$ cat src/hw/rtl/mma_pkg.sv
// ============================================================================
// mma_pkg
// Shared types and constants for the multichannel moving average block:
// action codes, controller states and the controller/datapath handshake.
// ============================================================================
`default_nettype none

package mma_pkg;

    localparam int          SAMPLE_W           = 12;
    localparam logic [15:0] SAMPLE_MASK        = 16'h0FFF;
    localparam logic [31:0] DEFAULT_SESSION_MS = 32'd60000;

    typedef enum logic [1:0] {
        ACT_START  = 2'd0,
        ACT_SAMPLE = 2'd1,
        ACT_POLL   = 2'd2
    } action_t;

    typedef enum logic [2:0] {
        ST_IDLE,
        ST_EXEC,
        ST_READ,
        ST_ADD,
        ST_DIV,
        ST_OUT
    } state_t;

    typedef struct packed {
        logic latch_in;
        logic exec;
        logic rd_issue;
        logic acc_add;
        logic div_step;
        logic load_out;
    } ctl_cmd_t;

    typedef struct packed {
        logic take_sample;
        logic rd_last;
        logic div_last;
    } ctl_stat_t;

endpackage

`default_nettype wire

$ cat src/hw/rtl/mma_ctrl.sv
// ============================================================================
// mma_ctrl
// Sequencer for one transaction: execute the action; for a stored sample,
// sweep the channel window, run the divider; then load the output register.
// ============================================================================
`default_nettype none

module mma_ctrl (
    input  wire logic                 clk,
    input  wire logic                 rst_n,
    input  wire logic                 in_valid,
    output logic                      in_ready,
    output logic                      out_valid,
    input  wire logic                 out_ready,
    output mma_pkg::ctl_cmd_t         cmd,
    input  wire mma_pkg::ctl_stat_t   stat
);

    mma_pkg::state_t state_reg;
    mma_pkg::state_t state_next;
    logic            out_valid_reg;
    logic            out_valid_next;

    always_ff @(posedge clk or negedge rst_n)
    begin
        if (!rst_n)
        begin
            state_reg     <= mma_pkg::ST_IDLE;
            out_valid_reg <= 1'b0;
        end
        else
        begin
            state_reg     <= state_next;
            out_valid_reg <= out_valid_next;
        end
    end

    always_comb
    begin
        state_next = state_reg;
        cmd        = '0;
        in_ready   = 1'b0;
        unique case (state_reg)
            mma_pkg::ST_IDLE:
            begin
                in_ready = 1'b1;
                if (in_valid)
                begin
                    cmd.latch_in = 1'b1;
                    state_next   = mma_pkg::ST_EXEC;
                end
            end
            mma_pkg::ST_EXEC:
            begin
                cmd.exec   = 1'b1;
                state_next = stat.take_sample ? mma_pkg::ST_READ : mma_pkg::ST_OUT;
            end
            mma_pkg::ST_READ:
            begin
                cmd.rd_issue = 1'b1;
                state_next   = mma_pkg::ST_ADD;
            end
            mma_pkg::ST_ADD:
            begin
                cmd.acc_add = 1'b1;
                state_next  = stat.rd_last ? mma_pkg::ST_DIV : mma_pkg::ST_READ;
            end
            mma_pkg::ST_DIV:
            begin
                cmd.div_step = 1'b1;
                if (stat.div_last)
                begin
                    state_next = mma_pkg::ST_OUT;
                end
            end
            mma_pkg::ST_OUT:
            begin
                // hold the result until the output register frees up
                if (!out_valid_reg || out_ready)
                begin
                    cmd.load_out = 1'b1;
                    state_next   = mma_pkg::ST_IDLE;
                end
            end
            default:
            begin
                state_next = mma_pkg::ST_IDLE;
            end
        endcase
    end

    always_comb
    begin
        if (cmd.load_out)
        begin
            out_valid_next = 1'b1;
        end
        else if (out_ready)
        begin
            out_valid_next = 1'b0;
        end
        else
        begin
            out_valid_next = out_valid_reg;
        end
    end

    assign out_valid = out_valid_reg;

endmodule

`default_nettype wire

$ cat src/hw/rtl/mma_datapath.sv
// ============================================================================
// mma_datapath
// Session timing, round-robin channel pointer, sample memory, window
// accumulator, restoring divider and the output register.
// ============================================================================
`default_nettype none

module mma_datapath #(
    parameter int NUM_CHANNELS = 16,
    parameter int WINDOW_DEPTH = 4
) (
    input  wire logic                 clk,
    input  wire logic                 rst_n,
    input  wire mma_pkg::ctl_cmd_t    cmd,
    output mma_pkg::ctl_stat_t        stat,
    input  wire logic                 cfg_wr_en,
    input  wire logic [31:0]          cfg_wr_data,
    input  wire logic [1:0]           action,
    input  wire logic [15:0]          raw_word,
    input  wire logic [31:0]          time_now,
    output logic                      accepted,
    output logic [3:0]                channel,
    output logic [11:0]               average,
    output logic [2:0]                window_fill,
    output logic                      cycle_done,
    output logic [31:0]               timestamp,
    output logic                      complete
);

    localparam int CH_W      = $clog2(NUM_CHANNELS);
    localparam int SLOT_W    = (WINDOW_DEPTH > 1) ? $clog2(WINDOW_DEPTH) : 1;
    localparam int FILL_W    = $clog2(WINDOW_DEPTH + 1);
    localparam int CMP_W     = FILL_W + 1;
    localparam int SUM_W     = mma_pkg::SAMPLE_W + $clog2(WINDOW_DEPTH);
    localparam int DCNT_W    = $clog2(SUM_W);
    localparam int ADDR_W    = CH_W + SLOT_W;
    localparam int MEM_DEPTH = 2 ** ADDR_W;

    // latched transaction
    logic [1:0]                   act_reg;
    logic [mma_pkg::SAMPLE_W-1:0] sample_reg;
    logic [31:0]                  now_reg;

    // session and round-robin state
    logic [31:0]       session_len_reg;
    logic [31:0]       start_time_reg;
    logic              done_reg;
    logic [31:0]       cyc_ts_reg;
    logic [CH_W-1:0]   chan_idx_reg;
    logic [SLOT_W-1:0] round_slot_reg;
    logic [FILL_W-1:0] round_fill_reg;

    // per-transaction working registers
    logic [CH_W-1:0]              cur_ch_reg;
    logic [FILL_W-1:0]            cur_fill_reg;
    logic [SLOT_W-1:0]            rd_slot_reg;
    logic [mma_pkg::SAMPLE_W-1:0] rd_data_reg;
    logic [SUM_W-1:0]             acc_reg;
    logic [FILL_W-1:0]            rem_reg;
    logic [DCNT_W-1:0]            div_cnt_reg;
    logic                         res_acc_reg;
    logic                         res_wrap_reg;

    // output register
    logic        accepted_reg;
    logic [3:0]  channel_reg;
    logic [11:0] average_reg;
    logic [2:0]  window_fill_reg;
    logic        cycle_done_reg;
    logic [31:0] timestamp_reg;
    logic        complete_reg;

    logic [mma_pkg::SAMPLE_W-1:0] mem [MEM_DEPTH];

    logic [15:0]       masked_word;
    logic [31:0]       elapsed;
    logic              expired;
    logic              take_sample;
    logic              chan_last;
    logic              slot_last;
    logic              round_full;
    logic [FILL_W-1:0] fill_next;
    logic [FILL_W:0]   div_shift;
    logic [FILL_W:0]   div_trial;
    logic              div_ge;

    assign masked_word = raw_word & mma_pkg::SAMPLE_MASK;
    assign elapsed     = now_reg - start_time_reg;
    assign expired     = (elapsed >= session_len_reg);
    assign take_sample = (act_reg == mma_pkg::ACT_SAMPLE) && !done_reg;
    assign chan_last   = (chan_idx_reg == CH_W'(NUM_CHANNELS - 1));
    assign slot_last   = (round_slot_reg == SLOT_W'(WINDOW_DEPTH - 1));
    assign round_full  = (round_fill_reg == FILL_W'(WINDOW_DEPTH));
    assign fill_next   = round_full ? round_fill_reg : round_fill_reg + FILL_W'(1);

    // one bit of restoring division per step
    assign div_shift = {rem_reg, acc_reg[SUM_W-1]};
    assign div_trial = div_shift - {1'b0, cur_fill_reg};
    assign div_ge    = !div_trial[FILL_W];

    assign stat.take_sample = take_sample;
    assign stat.rd_last     = (CMP_W'(rd_slot_reg) + CMP_W'(1)) == CMP_W'(cur_fill_reg);
    assign stat.div_last    = (div_cnt_reg == DCNT_W'(SUM_W - 1));

    // Each channel has seen either the same number of samples as the completed
    // rounds or one more, so one round counter stands in for per-channel
    // fill and slot pointers.
    always_ff @(posedge clk or negedge rst_n)
    begin
        if (!rst_n)
        begin
            session_len_reg <= mma_pkg::DEFAULT_SESSION_MS;
            start_time_reg  <= '0;
            done_reg        <= 1'b0;
            cyc_ts_reg      <= '0;
            chan_idx_reg    <= '0;
            round_slot_reg  <= '0;
            round_fill_reg  <= '0;
        end
        else
        begin
            if (cfg_wr_en)
            begin
                session_len_reg <= cfg_wr_data;
            end
            if (cmd.exec)
            begin
                unique case (act_reg)
                    mma_pkg::ACT_START:
                    begin
                        done_reg       <= 1'b0;
                        start_time_reg <= now_reg;
                    end
                    mma_pkg::ACT_SAMPLE:
                    begin
                        if (!done_reg)
                        begin
                            done_reg <= expired;
                            if (chan_last)
                            begin
                                chan_idx_reg   <= '0;
                                cyc_ts_reg     <= elapsed;
                                round_slot_reg <= slot_last ? '0
                                                            : round_slot_reg + SLOT_W'(1);
                                round_fill_reg <= fill_next;
                            end
                            else
                            begin
                                chan_idx_reg <= chan_idx_reg + CH_W'(1);
                            end
                        end
                    end
                    mma_pkg::ACT_POLL:
                    begin
                        if (expired)
                        begin
                            done_reg <= 1'b1;
                        end
                    end
                    default:
                    begin
                        done_reg <= done_reg;
                    end
                endcase
            end
        end
    end

    always_ff @(posedge clk)
    begin
        if (cmd.exec && take_sample)
        begin
            mem[{chan_idx_reg, round_slot_reg}] <= sample_reg;
        end
        if (cmd.rd_issue)
        begin
            rd_data_reg <= mem[{cur_ch_reg, rd_slot_reg}];
        end
    end

    always_ff @(posedge clk)
    begin
        if (cmd.latch_in)
        begin
            act_reg    <= action;
            sample_reg <= masked_word[mma_pkg::SAMPLE_W-1:0];
            now_reg    <= time_now;
        end
        if (cmd.exec)
        begin
            cur_ch_reg   <= chan_idx_reg;
            cur_fill_reg <= fill_next;
            res_acc_reg  <= take_sample;
            res_wrap_reg <= take_sample && chan_last;
            rd_slot_reg  <= '0;
            acc_reg      <= '0;
            rem_reg      <= '0;
            div_cnt_reg  <= '0;
        end
        else if (cmd.acc_add)
        begin
            acc_reg     <= acc_reg + SUM_W'(rd_data_reg);
            rd_slot_reg <= rd_slot_reg + SLOT_W'(1);
        end
        else if (cmd.div_step)
        begin
            rem_reg     <= div_ge ? div_trial[FILL_W-1:0] : div_shift[FILL_W-1:0];
            acc_reg     <= {acc_reg[SUM_W-2:0], div_ge};
            div_cnt_reg <= div_cnt_reg + DCNT_W'(1);
        end
        if (cmd.load_out)
        begin
            accepted_reg    <= res_acc_reg;
            channel_reg     <= res_acc_reg ? 4'(cur_ch_reg) : 4'd0;
            average_reg     <= res_acc_reg ? acc_reg[11:0] : 12'd0;
            window_fill_reg <= res_acc_reg ? 3'(cur_fill_reg) : 3'd0;
            cycle_done_reg  <= res_wrap_reg;
            timestamp_reg   <= cyc_ts_reg;
            complete_reg    <= done_reg;
        end
    end

    assign accepted    = accepted_reg;
    assign channel     = channel_reg;
    assign average     = average_reg;
    assign window_fill = window_fill_reg;
    assign cycle_done  = cycle_done_reg;
    assign timestamp   = timestamp_reg;
    assign complete    = complete_reg;

`ifndef SYNTH
    a_round_fill_range: assert property (@(posedge clk) disable iff (!rst_n)
        round_fill_reg <= FILL_W'(WINDOW_DEPTH))
        else $error("round fill beyond window depth");

    a_chan_idx_range: assert property (@(posedge clk) disable iff (!rst_n)
        (CH_W + 1)'(chan_idx_reg) < (CH_W + 1)'(NUM_CHANNELS))
        else $error("channel index out of range");

    a_sweep_in_window: assert property (@(posedge clk) disable iff (!rst_n)
        cmd.acc_add |-> (CMP_W'(rd_slot_reg) < CMP_W'(cur_fill_reg)))
        else $error("window sweep past held samples");

    a_div_rem_bound: assert property (@(posedge clk) disable iff (!rst_n)
        cmd.div_step |-> (rem_reg < cur_fill_reg))
        else $error("divider remainder not below divisor");

    a_sample_advances: assert property (@(posedge clk) disable iff (!rst_n)
        (cmd.exec && take_sample) |=> (chan_idx_reg != $past(chan_idx_reg)))
        else $error("stored sample did not advance channel");
`endif

endmodule

`default_nettype wire

$ cat src/hw/rtl/multichannel_moving_average.sv
// ============================================================================
// multichannel_moving_average
// Round-robin multichannel moving average with session timing.
// ============================================================================
`default_nettype none

// Converter words arrive for channels in strict round-robin order; each stored
// sample goes into its channel's window and the transaction returns the
// truncated window mean, with elapsed session time recorded at every wrap of
// the channel index. One transaction is in flight at a time. A start, poll,
// ignored or unused action passes only through the execute and output
// states; a stored sample also sweeps the samples held for its channel
// through the single read port of the sample memory, with a read and an add
// per held sample, and then runs the divider, which produces one quotient bit
// per cycle. The output register lets the next transaction be accepted while
// a result still waits to be taken.

module multichannel_moving_average #(
    parameter int NUM_CHANNELS = 16,
    parameter int WINDOW_DEPTH = 4
) (
    input  wire logic        clk,
    input  wire logic        rst_n,
    input  wire logic        cfg_wr_en,
    input  wire logic [31:0] cfg_wr_data,
    input  wire logic        in_valid,
    output logic             in_ready,
    input  wire logic [1:0]  action,
    input  wire logic [15:0] raw_word,
    input  wire logic [31:0] time_now,
    output logic             out_valid,
    input  wire logic        out_ready,
    output logic             accepted,
    output logic [3:0]       channel,
    output logic [11:0]      average,
    output logic [2:0]       window_fill,
    output logic             cycle_done,
    output logic [31:0]      timestamp,
    output logic             complete
);

    mma_pkg::ctl_cmd_t  cmd;
    mma_pkg::ctl_stat_t stat;

    mma_ctrl u_ctrl (
        .clk       (clk),
        .rst_n     (rst_n),
        .in_valid  (in_valid),
        .in_ready  (in_ready),
        .out_valid (out_valid),
        .out_ready (out_ready),
        .cmd       (cmd),
        .stat      (stat)
    );

    mma_datapath #(
        .NUM_CHANNELS (NUM_CHANNELS),
        .WINDOW_DEPTH (WINDOW_DEPTH)
    ) u_datapath (
        .clk         (clk),
        .rst_n       (rst_n),
        .cmd         (cmd),
        .stat        (stat),
        .cfg_wr_en   (cfg_wr_en),
        .cfg_wr_data (cfg_wr_data),
        .action      (action),
        .raw_word    (raw_word),
        .time_now    (time_now),
        .accepted    (accepted),
        .channel     (channel),
        .average     (average),
        .window_fill (window_fill),
        .cycle_done  (cycle_done),
        .timestamp   (timestamp),
        .complete    (complete)
    );

endmodule

`default_nettype wire
$ cat config.mk
export PLATFORM = sky130hd
export DESIGN_NAME = multichannel_moving_average
export DESIGN_NICKNAME = d
export VERILOG_FILES = /design/src/hw/rtl/mma_pkg.sv /design/src/hw/rtl/mma_ctrl.sv /design/src/hw/rtl/mma_datapath.sv /design/src/hw/rtl/multichannel_moving_average.sv
export SDC_FILE = /design/constraint.sdc
export NUM_CORES = 1
export LEC_CHECK = 0
export ABC_AREA = 1
export BUFFER_PORTS_ARGS = -buffer_cell sky130_fd_sc_hd__buf_2
export CAP_MARGIN = 30
export CELL_PAD_IN_SITES_DETAIL_PLACEMENT = 1
export CELL_PAD_IN_SITES_GLOBAL_PLACEMENT = 1
export CORE_MARGIN = 2
export CORE_UTILIZATION = 40
export DETAILED_ROUTE_END_ITERATION = 10
export PLACE_DENSITY = 0.67
export SYNTH_ARGS = -nofsm -noshare
export SYNTH_HDL_FRONTEND = slang
export SYNTH_SLANG_ARGS = --single-unit
$ cat constraint.sdc
create_clock -name clk -period 8.19 [get_ports clk]
set_input_delay 1.638 -clock clk [delete_from_list [all_inputs] [get_ports clk]]
set_output_delay 1.638 -clock clk [all_outputs]
set_load 0.01 [all_outputs]
## Yosys cells after proc, flatten, opt, wreduce, memory -nomap -nowiden

Memories as Yosys holds them, arrays and structs flattened. A register that Yosys moved wholly into a read port is not among the register bits.
Index checks and enable logic that the tools add are counted.

- Register bits: 242
- Bits in writable memories: 768
- Input port bits: 87
- Output and inout bits: 56
- Word-level logic and storage cells: 102
- Memories kept: 1

Memory list:

| name | words | width | rd ports | clocked after memory_dff | write ports | RTL line | text |
|---|---|---|---|---|---|---|---|
| u_datapath.mem | 64 | 12 | 1 | 1 | 1 | mma_datapath.sv:73 | `logic [mma_pkg::SAMPLE_W-1:0] mem [MEM_DEPTH];` |

- $add $sub $neg: 9
- Magnitude comparators: 1
- Equal/unequal tests: 16
- Mux-type cells: 28
- Bitwise gates (word level): 2
- Reduce and logical (&&, ||, !) cells: 18

Operators with widths:

| operator | count |
|---|---|
| $ge A32 B32 Y1 | 1 |
| $sub A32 B32 Y32 | 1 |
| $mux W14 | 2 |
| $mux W3 | 7 |
| $pmux W3 S6 | 1 |
| $mux W1 | 15 |
| $add A14 B12 Y14 | 1 |
| $eq A3 B3 Y1 const B | 3 |
| $reduce_and A3 Y1 | 3 |
| $add A4 B1 Y4 const B | 2 |
| $eq A4 B4 Y1 const B | 2 |
| $eq A3 B2 Y1 const B | 2 |
| $add A2 B1 Y2 const B | 2 |
| $eq A2 B2 Y1 const B | 2 |
| $eq A4 B3 Y1 | 1 |
| $mux W4 | 1 |
| $ne A2 B1 Y1 const B | 2 |
| $ne A2 B2 Y1 const B | 2 |
| $reduce_and A2 Y1 | 2 |
| $reduce_and A4 Y1 | 1 |
| $reduce_bool A2 Y1 | 2 |
| $sub A4 B3 Y4 | 1 |
| $add A2 B1 Y3 const B | 1 |
| $add A3 B1 Y3 const B | 1 |
| other kinds (11) | 16 |

## Logic depth before layout (Yosys ltp)

- Word-level depth: 5
- Gate-level depth with buffers: 27

## Modules after synthesis

A second synthesis with hierarchy kept.

- Cell total of the unflattened synthesis: 3530
- Area total of the unflattened synthesis: 42960.0 um^2

Modules (own cells, without submodules):

| module | instances | cells each | area each (um^2) | seq. area each (um^2) |
|---|---|---|---|---|
| mma_datapath | 1 | 3483 | 42657.2 | 29817.3 |
| mma_ctrl | 1 | 47 | 302.8 | 100.1 |

## Worst setup path after synthesis

OpenSTA, ideal clock, no wires.

- Path type: input -> register
- Start point: input out_ready
- End point: register u_datapath.accepted_reg (netlist: u_datapath.accepted), enable pin
- Library setup time: 0.466 ns
- Arrival: 3.962 ns
- Data required time: 7.724 ns
- Setup slack: 3.762 ns
- Stages on the path: 2
- Path through: nor2_1 -> nor2_1

RTL lines:

| item | RTL line | text |
|---|---|---|
| from (decl) | multichannel_moving_average.sv:32 | `input wire logic out_ready,` |
| to (signal assigned) | mma_datapath.sv:213 | `accepted_reg <= res_acc_reg;` |
| to (decl) | mma_datapath.sv:65 | `logic accepted_reg;` |

==> metrics.yaml <==
outcome: "finished, final reports clean"
worstPathArrival_ps: 4510
period_share_pct: 48.57
start_util_pct: 40.18
cts_buffers: 110
hp-start: "u_datapath.cyc_ts_reg[31]$_DFFE_PN0P_"
irDropWorstVdd_v: 0.0001992
drt_wl_total_um: 120700
postCtsHoldBufs: 0
slew_headroom_pct: 32.41
area_delta_synth_final_pct: 13.92
finalSetupTns_ps: 0
final_common_cell: "edfxtp_1"
synth_nets: 3685
crit_type: "flip-flop to flip-flop"
post-synth-top-area-cell: "edfxtp_1"
crit_fanout: 177
drive_gt1_share_pct: 11.73
post_cts_buffers: 0
dr.pass1.iters: 5
ys_types: 50
syn_area_mm2: 0.04289
fp.dieArea_mm2: 0.1099
grt-ovfl-total: 0
grt.busiest_layer: "met2"
io_buffers: 138
met1_usage_pct: 28.55
syn_area_per_cell_um2: 12.23
core_area_mm2: 0.1068
skew_ps: 79.39
use_met2_pct: 37.15
leakagePower_nw: 17.52
hold_path_class: "flip-flop to flip-flop"
die_x_um: 331.5
htreeDepth: 3
ys_seq_area_share_pct: 69.75
grt_pass1_vias: 29502
nNetsFinal: 3846
clkSinkCount: 1022
ys_ff_latch: 1022
largest_reg_flops: 768
synth.top_cell.area_share_pct: 62.24
grt_pass1_wl_um: 181600
finalWorstSetupSlack_ps: 4212
rr_startpoint: "u_datapath.rd_slot_reg[0]$_SDFFE_PP0P_"
powerDensity_mw_per_mm2: 345.8
drc: 0
worst_pin_slew_ps: 1014
place.gp.congestion: 0.8313
dp_slack_ps: 4289
hold_depth: 0
setup_violations: 0
drt_iter0_drc: 2313
clock-root-buffer: "clkbuf_16"
synth_area_leaders: "edfxtp_1, dfrtp_1, nor2_1"
clkLatencyLatePin_ps: 730
cp.required_ps: 8720
wl_per_cell_um: 23.36
synth_cells: 3507
grt_max_degree: 178
utilization_pct: 45.77
vias: 28459
ioPinCount: 143
layout_common_cells: "edfxtp_1, nor2_1, o21ai_0"
top_register: "u_datapath.mem"
crit_path_end_kind: "flip-flop"
nFillCells: 11119
reg2reg_depth: 8
min_period_ps: 3978
worstSetupStartpointType: "flip-flop"
clockBufferDepth: 3
rows: 120
rsz0062_at_grt: "no"
finalHoldViolations: 0
yosys_warnings: 0
maxSlewViolCount: 0
cts_tree: "built"
fmax_ghz: 0.2514
avgViaCountPerCell: 5.509
drtAntennaViolNets: 0
place_hpwl_um: 72170
grt_usage_pct: 21.59
use_met3_pct: 2.567
startpoint: "u_datapath.rd_slot_reg[0]$_SDFFE_PP0P_"
cts_resized: 0
antenna_found_initial: 7
die_h_um: 331.5
drv_cap: 0
clkTransAtPathRegs_ps: 60
synth_stat cells, drive strengths merged:
cell type	number
o22ai	99
xor2	21
nor2	543
nor3b	1
o21bai	4
and2	10
o221ai	96
a221oi	1
dfstp	7
a31oi	13
nand3	125
nand3b	6
or2	4
o21ai	486
nor3	28
and3	2
o21a	3
a211o	1
inv	190
a21boi	2
nand4	18
buf	84
mux2	2
nand2	315
a21oi	113
edfxtp	889
nor4	4
a21o	5
clkbuf	112
o211ai	97
xnor2	9
dfxtp	23
dfrtp	103
fa	3
ha	88
cells by family after synthesis:
logic type      count (synthesis)  share of synthesized area, %
simple gates                 1056                         10.07
flops                        1022                         69.75
compound gates                920                         12.59
buf+inv                       386                         4.218
fa+ha+maj                      91                         2.707
xor+xnor                       30                        0.6126
mux                             2                       0.05250
area by class of cell:
| type | instances | area, µm² | share of cell area [%] |
|---|---|---|---|
| clock inverter | 61 | 604.3 | 1.237 |
| sequential | 1022 | 29930 | 61.24 |
| timing repair buffer | 245 | 1632 | 3.339 |
| clock buffer | 144 | 2972 | 6.081 |
| inverter | 190 | 730.7 | 1.495 |
| multi-input combinational | 2099 | 11240 | 23.00 |
| tap | 1403 | 1755 | 3.593 |
| antenna | 2 | 5.005 | 0.01024 |
report_power, final:
part           leakage, nW  switching [mW]  total (mW)  internal [mW]
clock network         1.74            2.08        4.90           2.81
logic                 6.20            3.90        5.52           1.62
registers             9.59           0.234        6.48           6.25
path summary, 6_finish.rpt:
check	endpoint	slack, ps
max	u_datapath.rd_data_reg[6]$_DFFE_PP_	4210
min	u_datapath.timestamp[31]$_DFFE_PP_	420
max reg2reg	u_datapath.rd_data_reg[6]$_DFFE_PP_	4210
min reg2reg	u_datapath.timestamp[31]$_DFFE_PP_	420
max in group asynchronous	u_datapath.session_len_reg[11]$_DFFE_PN1P_	6250
min in group asynchronous	u_datapath.start_time_reg[4]$_DFFE_PN0P_	950
critical path, stage by stage (launching register included):
cell      delay [ps]
dfxtp_4          790
buf_12           620
buf_4            820
o21ai_0          240
o221ai_1         260
o211ai_1         180
nand3_1          260
nand3_1          210
nand2_1          230
stage by stage:
step                hold WS, ps  power, mW  instance area [µm²]  cells
floorplan                 400.3      10.22                42890   3507
global placement          430.2      11.91                45060   4944
detailed placement        431.5      12.09                45230   4957
CTS                       419.3      17.03                48810   5162
global route              433.6      17.84                48860   5166
finish                    422.8      16.90                48860   5166
layer usage:
layer | routed length (µm) | vias to the layer above
met3 | 5167 | 181
li1 | - | 13128
met2 | 59860 | 641
met4 | 3470 | 0
met5 | 0 | -
met1 | 52190 | 14509
Power figures use the tool's default switching activity.
